File: src/design/lru_key_value_cache_assert.svh
// Assertion macros for the cache RTL.
`ifndef LRU_KEY_VALUE_CACHE_ASSERT_SVH
`define LRU_KEY_VALUE_CACHE_ASSERT_SVH

// A condition that must hold at every clock edge outside reset.
`define LKV_ASSERT_ALWAYS(label, cond) \
  label: assert property (@(posedge clk) disable iff (rst) (cond)) \
    else $error("cache invariant violated");

// A trigger that must be followed by a condition at the next clock edge.
`define LKV_ASSERT_NEXT(label, trig, cond) \
  label: assert property (@(posedge clk) disable iff (rst) (trig) |=> (cond)) \
    else $error("cache sequencing violated");

`endif

File: src/design/lkv_pkg.sv
// Shared types and constants for the LRU key-value cache.
package lkv_pkg;

  localparam int ENTRIES_DEFAULT = 16;
  localparam int DATA_W          = 32;
  localparam int CAP_W           = 5;
  localparam logic [CAP_W-1:0] CAP_RESET = 5'd16;

  typedef logic signed [DATA_W-1:0] data_t;

  // Command codes.
  localparam logic CMD_GET = 1'b0;
  localparam logic CMD_PUT = 1'b1;

  // Result of a get that misses.
  localparam data_t MISS_VALUE = -32'sd1;

  // Controller phases.
  typedef enum logic {
    ST_IDLE,
    ST_UPDATE
  } lkv_state_t;

  // Control broadcast from the controller to every cell.
  typedef struct packed {
    logic accept;     // capture the match result for the incoming key
    logic update;     // the list changes in this cycle
    logic shift_all;  // insert at the front: every cell takes its neighbor
  } lkv_ctl_t;

endpackage

File: src/design/lkv_cell.sv
// One entry of the recency-ordered list; takes its upstream neighbor on a shift.
module lkv_cell import lkv_pkg::*; (
  input  logic     clk,
  input  logic     rst,
  input  lkv_ctl_t ctl,
  input  data_t    in_key,
  input  logic     prev_valid,
  input  data_t    prev_key,
  input  data_t    prev_value,
  input  logic     kill,
  input  logic     tail_in,
  output logic     entry_valid,
  output data_t    entry_key,
  output data_t    entry_value,
  output logic     hit,
  output logic     tail_out
);

  logic shift_en;

  // A cell at or in front of the hit entry moves back by one; an insert moves all.
  assign tail_out = hit | tail_in;
  assign shift_en = ctl.update & (ctl.shift_all | tail_out);

  // Valid bit and match flag.
  always_ff @(posedge clk) begin
    if (rst) begin
      entry_valid <= 1'b0;
      hit         <= 1'b0;
    end else begin
      if (ctl.accept) begin
        hit <= entry_valid && (entry_key == in_key);
      end
      if (shift_en) begin
        entry_valid <= prev_valid & ~kill;
      end
    end
  end

  // Key and value storage.
  always_ff @(posedge clk) begin
    if (shift_en) begin
      entry_key   <= prev_key;
      entry_value <= prev_value;
    end
  end

endmodule

File: src/design/lru_key_value_cache.sv
// Top level of the LRU key-value cache: controller, cell chain and result register.
//
//   channel | handshake                  | payload
//   --------+----------------------------+----------------------------
//   request | in_valid / in_stall        | cmd, key, value
//   result  | out_valid / out_stall      | found, read_value, evicted
//   config  | cfg_valid / cfg_ready      | cfg_data (capacity)
//
// For each item, the accept edge compares the key in every cell,
// and the update edge moves the list and loads the result register.
// The list is kept in recency order, cell 0 holding the most recent entry.
// Reset empties the list at once and sets the capacity to 16.
// While a result waits under out_stall, the next item is accepted but its
// update holds until the result register frees.
`include "lru_key_value_cache_assert.svh"

module lru_key_value_cache import lkv_pkg::*; #(
  parameter int ENTRIES = ENTRIES_DEFAULT
) (
  input  logic             clk,
  input  logic             rst,
  input  logic             in_valid,
  output logic             in_stall,
  input  logic             cmd,
  input  logic signed [DATA_W-1:0] key,
  input  logic signed [DATA_W-1:0] value,
  output logic             out_valid,
  input  logic             out_stall,
  output logic             found,
  output logic signed [DATA_W-1:0] read_value,
  output logic             evicted,
  input  logic             cfg_valid,
  output logic             cfg_ready,
  input  logic [CAP_W-1:0] cfg_data
);

  localparam int CW   = $clog2(ENTRIES + 1);
  localparam int CMPW = (CW > CAP_W) ? CW : CAP_W;

  lkv_state_t     state, state_next;
  lkv_ctl_t       ctl;
  logic [CAP_W-1:0] capacity;
  logic [CW-1:0]  count;
  logic           req_cmd;
  data_t          req_key, req_value;
  logic           upd_go, hit_any, do_evict, is_put;
  logic [CMPW-1:0] cap_eff, count_ext;
  data_t          hit_value, front_value;

  logic [ENTRIES-1:0] valid_vec, hit_vec, kill_vec;
  logic [ENTRIES:0]   tail;
  data_t              key_arr   [ENTRIES];
  data_t              value_arr [ENTRIES];

  // Configuration port is always ready.
  assign cfg_ready = 1'b1;

  always_ff @(posedge clk) begin
    if (rst) begin
      capacity <= CAP_RESET;
    end else if (cfg_valid && cfg_ready) begin
      capacity <= cfg_data;
    end
  end

  // Next-state logic.
  always_comb begin
    state_next = state;
    case (state)
      ST_IDLE:   if (in_valid) state_next = ST_UPDATE;
      ST_UPDATE: if (!(out_valid && out_stall)) state_next = ST_IDLE;
      default:   state_next = ST_IDLE;
    endcase
  end

  always_ff @(posedge clk) begin
    if (rst) begin
      state <= ST_IDLE;
    end else begin
      state <= state_next;
    end
  end

  // Controller outputs.
  always_comb begin
    in_stall      = (state != ST_IDLE);
    upd_go        = (state == ST_UPDATE) && !(out_valid && out_stall);
    ctl.accept    = in_valid && (state == ST_IDLE);
    ctl.update    = upd_go && (hit_any || is_put);
    ctl.shift_all = is_put && !hit_any;
  end

  // Request holding registers.
  always_ff @(posedge clk) begin
    if (ctl.accept) begin
      req_cmd   <= cmd;
      req_key   <= key;
      req_value <= value;
    end
  end

  assign is_put  = (req_cmd == CMD_PUT);
  assign hit_any = tail[0];

  // Effective capacity, clamped to one through ENTRIES.
  always_comb begin
    count_ext = CMPW'(count);
    if (capacity == '0) begin
      cap_eff = CMPW'(1);
    end else if (CMPW'(capacity) > CMPW'(ENTRIES)) begin
      cap_eff = CMPW'(ENTRIES);
    end else begin
      cap_eff = CMPW'(capacity);
    end
  end

  assign do_evict = is_put && !hit_any && (count_ext >= cap_eff);

  // Occupied count grows on an insert that evicts nothing.
  always_ff @(posedge clk) begin
    if (rst) begin
      count <= '0;
    end else if (upd_go && is_put && !hit_any && !do_evict) begin
      count <= count + CW'(1);
    end
  end

  // Value of the matching cell; at most one cell matches.
  always_comb begin
    hit_value = '0;
    for (int i = 0; i < ENTRIES; i++) begin
      hit_value = hit_value | (value_arr[i] & {DATA_W{hit_vec[i]}});
    end
  end

  assign front_value = is_put ? req_value : hit_value;
  assign tail[ENTRIES] = 1'b0;

  // The chain of cells, most recent first.
  for (genvar j = 0; j < ENTRIES; j++) begin : g_cell
    logic  p_valid;
    data_t p_key, p_value;

    if (j == 0) begin : g_front
      assign p_valid = 1'b1;
      assign p_key   = req_key;
      assign p_value = front_value;
    end else begin : g_link
      assign p_valid = valid_vec[j-1];
      assign p_key   = key_arr[j-1];
      assign p_value = value_arr[j-1];
    end

    // The entry pushed to position count on an evicting insert drops out.
    assign kill_vec[j] = do_evict && (count == CW'(j));

    lkv_cell u_cell (
      .clk         (clk),
      .rst         (rst),
      .ctl         (ctl),
      .in_key      (key),
      .prev_valid  (p_valid),
      .prev_key    (p_key),
      .prev_value  (p_value),
      .kill        (kill_vec[j]),
      .tail_in     (tail[j+1]),
      .entry_valid (valid_vec[j]),
      .entry_key   (key_arr[j]),
      .entry_value (value_arr[j]),
      .hit         (hit_vec[j]),
      .tail_out    (tail[j])
    );
  end

  // Result register.
  always_ff @(posedge clk) begin
    if (rst) begin
      out_valid <= 1'b0;
    end else if (upd_go) begin
      out_valid <= 1'b1;
    end else if (!out_stall) begin
      out_valid <= 1'b0;
    end
  end

  always_ff @(posedge clk) begin
    if (upd_go) begin
      found   <= hit_any;
      evicted <= do_evict;
      if (is_put) begin
        read_value <= '0;
      end else if (hit_any) begin
        read_value <= hit_value;
      end else begin
        read_value <= MISS_VALUE;
      end
    end
  end

  // Checks on the list and the controller.
  `LKV_ASSERT_ALWAYS(a_count_range, count_ext <= CMPW'(ENTRIES))
  `LKV_ASSERT_ALWAYS(a_valid_matches_count, $countones(valid_vec) == int'(count))
  `LKV_ASSERT_ALWAYS(a_single_hit, (state != ST_UPDATE) || $onehot0(hit_vec))
  `LKV_ASSERT_NEXT(a_update_done, upd_go, (state == ST_IDLE) && out_valid)
  `LKV_ASSERT_ALWAYS(a_evict_only_miss, !(out_valid && evicted && found))

endmodule
File: config.mk
export PLATFORM = sky130hd
export DESIGN_NAME = lru_key_value_cache
export DESIGN_NICKNAME = d
export VERILOG_FILES = /design/src/design/lkv_pkg.sv /design/src/design/lkv_cell.sv /design/src/design/lru_key_value_cache.sv
export VERILOG_INCLUDE_DIRS = /design/src /design/src/design
export SDC_FILE = /design/constraint.sdc
export NUM_CORES = 1
export LEC_CHECK = 0
export BUFFER_PORTS_ARGS = -buffer_cell sky130_fd_sc_hd__buf_2
export CELL_PAD_IN_SITES_DETAIL_PLACEMENT = 0
export CELL_PAD_IN_SITES_GLOBAL_PLACEMENT = 2
export CORE_UTILIZATION = 40
export CTS_CLUSTER_DIAMETER = 50
export DETAILED_ROUTE_END_ITERATION = 12
export PLACE_DENSITY = 0.66
export SKIP_LAST_GASP = 1
export SYNTH_ARGS = -nofsm -noshare
export SYNTH_HDL_FRONTEND = slang
export SYNTH_SLANG_ARGS = --single-unit
File: constraint.sdc
create_clock -name clk -period 10.37 [get_ports clk]
set_input_delay 1.037 -clock clk [delete_from_list [all_inputs] [get_ports clk]]
set_output_delay 1.037 -clock clk [all_outputs]
set_load 0.02 [all_outputs]
## Word level (Yosys, flattened, before mapping)

Index checks and enable logic that the tools add are counted.

| operators by class | value |
|---|---|
| $add $sub $neg | 1 |
| $lt $le $gt $ge | 2 |
| eq/ne operators | 32 |
| muxes and demuxes | 9 |
| bitwise logic cells | 110 |
| reduce and logical (&&, ||, !) cells | 47 |

Operator list:

| cell | number |
|---|---|
| $and 32x32->32 | 16 |
| $eq 32x32->1 | 16 |
| $or 32x32->32 | 15 |
| $mux 32 | 2 |
| $logic_and 1x1->1 | 41 |
| $eq 5x4->1 const B | 8 |
| $and 1x1->1 | 31 |
| $or 1x1->1 | 31 |
| $eq 5x3->1 const B | 4 |
| $not 1->1 | 17 |
| $eq 5x2->1 const B | 2 |
| $logic_not 5->1 | 2 |
| $mux 5 | 2 |
| $add 5x1->5 const B | 1 |
| $eq 5x1->1 const B | 1 |
| $ge 5x5->1 | 1 |
| $gt 5x5->1 const B | 1 |
| $mux 1 | 4 |
| $logic_not 1->1 | 3 |
| $ne 2x1->1 const B | 1 |
| $pmux 1 s2 | 1 |
| $logic_or 1x1->1 | 1 |

| word-level totals | value |
|---|---|
| bits in registers | 1167 |
| input bits | 75 |
| output and inout bits | 37 |
| logic and storage cells | 275 |

## Depth between registers and ports, before layout

| logic depth | value |
|---|---|
| depth after elaboration | 21 |
| mapped depth | 10 |

## Modules after synthesis

From an unflattened synthesis, not the netlist that was laid out.

| second synthesis, totals | value |
|---|---|
| cells, all modules | 2561 |
| area total of the unflattened synthesis | 45240.9 um2 |

Modules (own cells, without submodules):

| module | instances | cells each | area an instance (um2) | seq. area each (um2) |
|---|---|---|---|---|
| lkv_cell | 16 | 118 | 2358.5 | 1961.9 |
| lru_key_value_cache | 1 | 673 | 7504.7 | 3213.1 |

## Worst setup path after synthesis

OpenSTA, ideal clock, no wires.

| timing path | value |
|---|---|
| kind | input port to flip-flop |
| from | input port out_stall |
| to | register g_cell[14].u_cell.entry_valid |
| setup time | 0.160 ns |
| arrival time | 7.393 ns |
| path slack | 2.817 ns |
| cell stages on the path | 7 |
| buffers on the path | 0 |
| cell sequence | nand2_1 > nand2_1 > clkinv_1 > nand4b_1 > o21ai_0 > o41ai_1 > o22ai_1 |

| between the ends | value |
|---|---|
| cells in the longest elaborated chain, start to end | 5 |

RTL lines:

| what | RTL line | text |
|---|---|---|
| start: declaration | lru_key_value_cache.sv:28 | `input logic out_stall,` |
| $logic_and 1x1->1 | lru_key_value_cache.sv:87 | `upd_go = (state == ST_UPDATE) && !(out_valid && out_stall);` |
| $logic_not 1->1 | lru_key_value_cache.sv:87 |  |
| $logic_and 1x1->1 | lru_key_value_cache.sv:87 |  |
| named net upd_go | lru_key_value_cache.sv:46 | `logic upd_go, hit_any, do_evict, is_put;` |
| $logic_and 1x1->1 | lru_key_value_cache.sv:89 | `ctl.update = upd_go && (hit_any \|\| is_put);` |
| $and 1x1->1 | lkv_cell.sv:23 | `assign shift_en = ctl.update & (ctl.shift_all \| tail_out);` |
| named net g_cell[14].u_cell.shift_en | lkv_cell.sv:19 | `logic shift_en;` |
| end signal: assignment | lkv_cell.sv:35 | `entry_valid <= prev_valid & ~kill;` |
| end: declaration | lkv_cell.sv:12 | `output logic entry_valid,` |

The timed path passes the listed nets, and every way through them passes these cells.
A chain may end at the register's enable or synchronous reset.

## Worst setup path in the final report

| timing path | value |
|---|---|
| from | register g_cell[4].u_cell.hit |
| to | register g_cell[11].u_cell.entry_key[21] (enable) |

| between the ends | value |
|---|---|
| cells in the longest elaborated chain, start to end | 9 |
| elaborated cells on any way between the ends | 11 |
| those cells by class | 7 x bitwise; 4 x reduce/logical |

RTL lines:

| what | RTL line | text |
|---|---|---|
| start: declaration | lkv_cell.sv:15 | `output logic hit,` |
| start signal: assignment | lkv_cell.sv:32 | `hit <= entry_valid && (entry_key == in_key);` |
| $or 1x1->1 * (5 in a row) | lkv_cell.sv:22 | `assign tail_out = hit \| tail_in;` |
| $logic_not 1->1 | lru_key_value_cache.sv:90 | `ctl.shift_all = is_put && !hit_any;` |
| $logic_and 1x1->1 | lru_key_value_cache.sv:90 |  |
| $or 1x1->1 | lkv_cell.sv:23 |  |
| $and 1x1->1 * | lkv_cell.sv:23 |  |
| named net g_cell[11].u_cell.shift_en | lkv_cell.sv:19 |  |
| end signal: assignment | lkv_cell.sv:43 | `entry_key <= prev_key;` |
| end: declaration | lkv_cell.sv:13 | `output data_t entry_key,` |

Mark *: on every way through the listed nets, which the timed path passes. The rest lies on a longest branch.

==> results.yml <==
outcome:
  status: "completed"
placed_design:
  placed_cell_area_sq_mm: 0.0475
  dp_cells: 4172
  place_congestion: 0.848
  io_buffers: 110
  dp_slack_ns: 5.57
  hpwl_um: 77300
global_route:
  grt-ovfl-total: 0
  grt.total_usage: 0.207
  grt_pass1_vias: 25200
  antenna_found_initial: 1
  grt_pass1_wl_um: 173000
  grt_max_degree: 73
detailed_routing:
  drt_iter0_drc: 2147
  via_per_inst: 5.46
  drc: 0
  ant_nets: 0
  wl_per_cell_um: 26.8
  vias: 24100
  first_pass_iters: 5
  routed_wl_um: 118000
clocking:
  clk_path_buf_depth: 3
  root_buffer: "clkbuf_16"
  numCtsBuffers: 139
  clock_latency_ns: 0.74
  cts_max_level: 4
  cts_tree: "built"
  path_clk_slew_ns: 0.06
  clock-sinks: 1167
  ctsHoldBuffers: 0
  postCtsSetupRepairBufs: 0
  cts-resized-gates: 0
critical_path:
  worst-path-stages: 6
  path_class: "reg2reg"
  crit_top_cell: "buf_4"
  crit_start: "g_cell[4].u_cell.hit$_SDFFE_PP0P_"
  rr_worst_depth: 6
  crit_fanout: 72
  endpoint_kind: "register"
  reg2reg_from: "g_cell[4].u_cell.hit$_SDFFE_PP0P_"
  crit_family: "buffers and inverters"
  crit_slowest_cell: "dfxtp_2"
  crit_path_start_kind: "register"
  crit_buf_inv: 2
  crit_chain: "nor2_1 > nand3_2 > o31a_2 > buf_4 > o41a_2 > buf_4"
  required_ns: 10.73
  crit_arrival_ns: 4.87
  critPathMaxStageDelay_ns: 1.10
finish:
  nFillCells: 9605
  syn_to_final_growth_pct: 14.7
  stdcell_count: 4420
  fin_nets: 2898
  diodes: 0
  regArea_sq_mm: 0.0346
  drive_gt1_frac: 0.136
  multiInputGateArea_sq_mm: 0.0100
  stdcell_area_sq_mm: 0.0520
  fin_util: 0.463
synth:
  syn_avg_cell_area_sq_um: 17.0
  synth-seq-cells: 1167
  syn_area_sq_mm: 0.0453
  synth_flop_cell: "edfxtp_1"
  synthArstFlopShare: 0
  ys_types: 56
  ys_warn_count: 0
  synth_edf_count: 1123
  synth.net_count: 2759
  seq_area_frac_synth: 0.763
  synthCells: 2674
timing:
  fin_ws_ns: 5.86
  fmax_mhz: 222
  tns_ns: 0
  report.final.hold_viol_count: 0
  slew_headroom: 0.0986
  period_minus_slack_ns: 4.51
  slew_violations: 0
  finClkSkew_ns: 0.0244
  tightestPinTransition_ns: 1.34
  period_share: 0.435
  rsz0062_at_grt: "false"
  setup_viol_count_final: 0
floorplanning:
  core_sq_mm: 0.112
  initial_core_util: 0.403
  dieWidth_um: 339
  pin_count: 112
  die_h_um: 339
  fp.dieArea_sq_mm: 0.115
  rows: 123
min_path:
  whs_path_depth: 0
  hp-class: "reg2reg"
  hold_start: "g_cell[0].p_key[14]$_DFFE_PP_"
flow_run:
  drv_cap: 0
power:
  vdd_ir_drop_max_mv: 0.186
  p_leak_nw: 16.9
  power_density_mw_per_mm2: 205
==> layer usage <==
| metal | share of wire | wire [um] | track usage | up-vias |
|---|---|---|---|---|
| met5 | 0 | 0 | 0 | - |
| met4 | 0.027 | 3180 | 0.0686 | 0 |
| met3 | 0.072 | 8480 | 0.0463 | 182 |
| met2 | 0.45 | 53100 | 0.313 | 983 |
| met1 | 0.45 | 53600 | 0.296 | 12400 |
| li1 | - | - | - | 10600 |
==> flip-flops by register name, indices dropped and copies added, names as in the netlist, 5 cells and up <==
signal / cells
capacity: 5
count: 5
g_cell.p_key: 32
g_cell.u_cell.entry_key: 512
g_cell.u_cell.entry_valid: 16
g_cell.u_cell.entry_value: 512
g_cell.u_cell.hit: 16
read_value: 32
req_value: 32
==> synth_stat cells (10+ instances only) <==
cell      count  area, sq um
nand2_1      37          139
nor2_1       51          191
a221oi_1     64          561
inv_1        40          150
a22oi_1     128          961
mux2i_1      42          420
a21oi_1      43          215
edfxtp_1   1123        33700
o21ai_0      26          130
nor4_1       64          400
buf_2        36          180
a22o_1       64          561
dfxtp_1      44          881
clkbuf_1     87          327
nand3_1      74          370
buf_1        24         90.1
ha_1         10          125
xor2_1      224         1960
nand4_1     103          644
nor2b_1      10         62.6
xnor2_1     288         2520
nor3_1       22          110
==> layout make-up <==
| type | count | share of cell area |
|---|---|---|
| flip-flops and latches | 1167 | 0.665 |
| multi-input cells | 1311 | 0.193 |
| clock buffers | 171 | 0.0730 |
| well taps | 1500 | 0.0361 |
| repair buffers | 152 | 0.0166 |
| clock inverters | 77 | 0.0133 |
| inverters | 42 | 0.00308 |
==> layout by cell type, fill, tap and decap left out, types with 4 or more instances in the layout <==
cell type   count
a31oi_1         4
bufinv_16      10
buf_2         110
nor2_1         49
a21oi_1        41
inv_1          37
dfxtp_2        16
dfxtp_1        28
nand4_1       103
clkbuf_1       21
clkinv_2       16
inv_6           9
buf_4          42
a221oi_1       64
nand2_1        37
o311ai_0        4
xnor2_1       288
edfxtp_1     1123
nor4_1         64
ha_1           10
o21ai_0        25
mux2i_1        42
or4_1           4
nor3_1         22
xor2_1        224
nor2b_1         9
clkinv_1       31
and3_1          4
nand3_1        74
clkbuf_16     147
a22o_1         64
a22oi_1       128
clkinvlp_4      8
o31a_2          4
==> worst reg2reg max path, cell delays in order, from the launching register on <==
cell     delay (ns)
dfxtp_2        1.10
nor2_1         0.23
nand3_2        0.22
o31a_2         0.16
buf_4          0.85
o41a_2         0.94
buf_4          0.60
==> cell families (layout without fill, tap and decap cells) <==
family | after synthesis | after routing | synth area share
XOR/XNOR | 512 | 512 | 0.0989
AO/OA/AOI/OAI | 358 | 358 | 0.0597
buffers and inverters | 196 | 442 | 0.0181
flip-flops | 1167 | 1167 | 0.763
AND/OR/NAND/NOR | 384 | 384 | 0.0470
adder cells (fa/ha/maj) | 10 | 10 | 0.00276
multiplexers | 46 | 46 | 0.0104
other | 1 | 1 | 0.0000827
==> power breakdown <==
part / switching, mW / leakage [nW] / total (mW) / internal (mW)
logic: 0.325 / 3.99 / 0.459 / 0.135
clock network: 1.90 / 2.18 / 4.75 / 2.85
registers: 0.0986 / 10.7 / 5.47 / 5.37
==> through the flow <==
stage	total power [mW]	hold slack, ns
2_1_floorplan	5.83	0.400
3_3_place_gp	6.02	0.401
3_5_place_dp	6.03	0.405
4_1_cts	10.8	0.412
5_1_grt	11.0	0.418
6_report	10.7	0.413
==> worst paths after layout <==
path | end | slack, ns
setup / recovery | g_cell[11].u_cell.entry_key[21]$_DFFE_PP_ | 5.86
hold / removal | g_cell[0].u_cell.entry_key[14]$_DFFE_PP_ | 0.41
setup reg to reg | g_cell[11].u_cell.entry_key[21]$_DFFE_PP_ | 5.86
hold reg to reg | g_cell[0].u_cell.entry_key[14]$_DFFE_PP_ | 0.41
Note: power is estimated with default switching activity, not from simulation.
